$ cat src/hdl/id_allocator_free_stack_macros.svh
// Assertion macros for the identifier allocator.
// Used by the top-level allocator module, which carries the concurrent assertions; expects clk and arst_n in scope.
`ifndef ID_ALLOCATOR_FREE_STACK_MACROS_SVH
`define ID_ALLOCATOR_FREE_STACK_MACROS_SVH

// Same-cycle implication, checked while out of reset.
`define IDFS_ASSERT_NOW(lbl, ante, cons, msg) \
	lbl: assert property (@(posedge clk) disable iff (!arst_n) (ante) |-> (cons)) else $error(msg);

// Next-cycle implication, checked while out of reset.
`define IDFS_ASSERT_NEXT(lbl, ante, cons, msg) \
	lbl: assert property (@(posedge clk) disable iff (!arst_n) (ante) |=> (cons)) else $error(msg);

`endif

$ cat src/hdl/idfs_pkg.sv
// Shared types and codes for the identifier allocator.
// No dependencies; imported by every module of the block.
package idfs_pkg;

	localparam int ID_W = 16;
	localparam int STATUS_W = 3;

	typedef logic [STATUS_W-1:0] status_t;

	// Result codes.
	localparam status_t STAT_ALLOCATED = 3'd0;
	localparam status_t STAT_NONE_FREE = 3'd1;
	localparam status_t STAT_RELEASED = 3'd2;
	localparam status_t STAT_OUT_OF_RANGE = 3'd3;
	localparam status_t STAT_NOT_IN_USE = 3'd4;

	// Request codes.
	localparam logic REQ_ALLOC = 1'b0;
	localparam logic REQ_RELEASE = 1'b1;

	// Operation of the shared adder.
	typedef enum logic {
		ALU_ADD = 1'b0,
		ALU_SUB = 1'b1
	} alu_op_t;

	// Sequencer states.
	typedef enum logic [1:0] {
		SEQ_IDLE = 2'b01,
		SEQ_EXEC = 2'b10
	} seq_state_t;

	// Commit controls from the sequencer to the store.
	typedef struct packed {
		logic pop;
		logic push;
		logic map_set;
		logic map_clr;
	} store_ctl_t;

endpackage

$ cat src/hdl/idfs_alu.sv
// Shared 17-bit add/subtract unit of the identifier allocator.
// Depends on idfs_pkg for the operation code.
module idfs_alu
	import idfs_pkg::*;
(
	input  alu_op_t            op,
	input  logic [ID_W:0]      a,
	input  logic [ID_W:0]      b,
	output logic [ID_W:0]      y
);

	// One adder; subtraction by two's complement of the second operand.
	always_comb begin
		case (op)
			ALU_SUB: y = a + ~b + (ID_W+1)'(1);
			default: y = a + b;
		endcase
	end

endmodule

$ cat config.mk
export PLATFORM = sky130hd
export DESIGN_NAME = idfs_alu
export DESIGN_NICKNAME = d
export VERILOG_FILES = /design/src/hdl/id_allocator_free_stack_macros.svh /design/src/hdl/idfs_pkg.sv /design/src/hdl/idfs_alu.sv
export SDC_FILE = /design/constraint.sdc
export NUM_CORES = 1
export LEC_CHECK = 0
export ABC_AREA = 1
export ABC_CLOCK_PERIOD_IN_PS = 4300
export BUFFER_PORTS_ARGS = -buffer_cell sky130_fd_sc_hd__buf_4
export CORE_UTILIZATION = 30
export DETAILED_ROUTE_END_ITERATION = 7
export GPL_TIMING_DRIVEN = 0
export PLACE_DENSITY = 0.52
export SYNTH_ARGS = -nofsm -noshare
export SYNTH_HDL_FRONTEND = slang
export SYNTH_SLANG_ARGS = --single-unit
export TNS_END_PERCENT = 5
$ cat constraint.sdc
create_clock -name vclk -period 4.3
set_clock_uncertainty 0.2 [all_clocks]
set_input_delay 0 -clock vclk [all_inputs]
set_output_delay 0 -clock vclk [all_outputs]
set_load 0.02 [all_outputs]
==> impl_metrics.env <==
export IMPL_holdWs_ns=0.177
export IMPL_irDropWorstVdd_uv=61.5
export IMPL_num_antenna_cells=0
export IMPL_grt_pass1_vias=2586
export IMPL_synthAdderAreaFrac=0.192
export IMPL_cts_hold_buf=0
export IMPL_grt_max_degree=11
export IMPL_max_slew_worst_pin_slew_ns=0.288
export IMPL_max_cap_viol_count=0
export IMPL_grt_pass1_wl_microns=11400
export IMPL_startpoint_type="primary input"
export IMPL_detail_route_wl_per_cell_microns=11.3
export IMPL_placed_area_sq_um=2810
export IMPL_drive_above_1_share=0.182
export IMPL_drc=0
export IMPL_fin_area_sq_um=2810
export IMPL_synth_compound_area_frac=0.0773
export IMPL_synth_most_common_cell="nand2_1"
export IMPL_synth_top_cell_area_share=0.296
export IMPL_antenna_found_initial=0
export IMPL_crit_type="in2out"
export IMPL_finalCritPeriodShare=0.453
export IMPL_path_common_cell="nand2_1"
export IMPL_cts_resized=0
export IMPL_drtPass1Iterations=5
export IMPL_overflow=0
export IMPL_cp_data_arrival_time_ns=1.75
export IMPL_preCtsSetupSlack_ns=2.39
export IMPL_synth_cell_types=25
export IMPL_layout_setup_ws_ns=2.35
export IMPL_power_w=0.000434
export IMPL_seq_area_sq_um=0
export IMPL_synthCells=448
export IMPL_die_width_microns=89.5
export IMPL_cp_cell_sequence="buf_4, inv_1, ha_1, fa_1, inv_1, nand3_1, nand2_1, nand2_1, nand2_1, nand2_1, o21ai_1, xor2_1, buf_4"
export IMPL_grt_usage=0.179
export IMPL_portBuffers=52
export IMPL_cp_num_buf_inv=4
export IMPL_postRouteAntennaNets=0
export IMPL_rsz0062_at_grt="false"
export IMPL_syn_area_per_cell_sq_um=5.13
export IMPL_clkbuf_count=0
export IMPL_initial_core_util=0.314
export IMPL_core_sq_um=7330
export IMPL_setup_viol=0
export IMPL_area_delta_synth_final_pct=22.4
export IMPL_required_ns=4.10
export IMPL_rows=31
export IMPL_fp_dieH_microns=89.5
export IMPL_dp_hpwl_microns=5960
export IMPL_vias=2761
export IMPL_worst_path_dominant_cell_family="adder cells"
export IMPL_dieArea_sq_um=8020
export IMPL_synth_fp_nets=517
export IMPL_via_per_inst=4.61
export IMPL_p_leak_nw=1.75
export IMPL_drtIter0Drc=123
export IMPL_ys_warn_count=0
export IMPL_io_pins=52
export IMPL_yosys_area_share_simple=0.498
export IMPL_synth_area_leaders="nand2_1 30%, ha_1 17%, inv_1 13%"
export IMPL_synth_top_family_by_area="simple AND/OR/NAND/NOR gates"
export IMPL_synth_top_cell_by_area="nand2_1"
export IMPL_worstPathMaxFanout=4
export IMPL_maxSlewHeadroom=0.807
export IMPL_powerDensity_nw_per_um2=154
export IMPL_fin_nets=571
export IMPL_flops_and_latches=0
export IMPL_nFillCells=873
export IMPL_yosys_area_share_xor_xnor=0.0381
export IMPL_status="complete, no violations"
export IMPL_crit_slowest_cell="fa_1"
export IMPL_hold_violations=0
export IMPL_slowest_delay_ns=0.36
export IMPL_place_congestion=0.877
export IMPL_slew_violations=0
export IMPL_cp_end_kind="output pin"
export IMPL_finalWirelength_microns=6800
export IMPL_yosysSeqAreaShare=0
export IMPL_synth_mux_area_frac=0
export IMPL_syn_area_sq_um=2300
export IMPL_ys_top_cells_by_count="181 x nand2_1, 80 x inv_1, 32 x ha_1"
export IMPL_min_period_ns=1.95
export IMPL_postCtsSetupBuffers=0
export IMPL_max_freq_mhz=514
export IMPL_hold_class="in2out"
export IMPL_finalSetupTns_ns=0
==> cell type report <==
type                       count  area (sq um)  share of cell area
multi-input combinational    346          1850               0.658
timing repair buffer          52           390               0.139
buffer                        12           110              0.0391
inverter                      90           338               0.120
tap                           99           124              0.0440
==> stage by stage <==
stage	cells	utilization
final	599	0.384
after global routing	599	0.384
after detailed placement	599	0.384
after global placement	599	0.384
after floorplan	448	-
after CTS	599	0.384
==> logic make-up (layout without fill, tap and decap cells) <==
family	count (synthesis)	after routing
adder cells (fa/ha/maj)	34	34
AO/OA/AOI/OAI	32	32
AND/OR/NAND/NOR	270	270
XOR/XNOR	10	10
buffers and inverters	102	154
==> layer usage <==
metal	global-route usage	up-vias	share of wire
met4	0.0274	0	0.012
met2	0.325	55	0.47
met1	0.240	1238	0.48
met3	0.00462	8	0.035
li1	-	1460	-
met5	0	-	0
==> placed cells by master (no fill, tap or decap), drive strengths merged, types with 3 or more instances in the layout <==
cell and count:
ha 32, xor2 9, nand4 8, nand2 184, nand3 30, o21ai 7
nor3 5, a21oi 21, o21bai 3, nor2 37, inv 90, buf 64
and2 6
==> report_power, final <==
group / total [W] / switching, W / internal [W]
Sequential: 0 / 0 / 0
Clock: 0 / 0 / 0
Combinational: 0.000434 / 0.000265 / 0.000168
Total: 0.000434 / 0.000265 / 0.000168
==> final timing paths <==
check | from | cells after the start | slack (ns) | endpoint
setup / recovery | a[0] | 13 | 2.35 | y[8]
hold / removal | b[0] | 4 | 0.18 | y[0]
(Power assumes the default switching activity.)
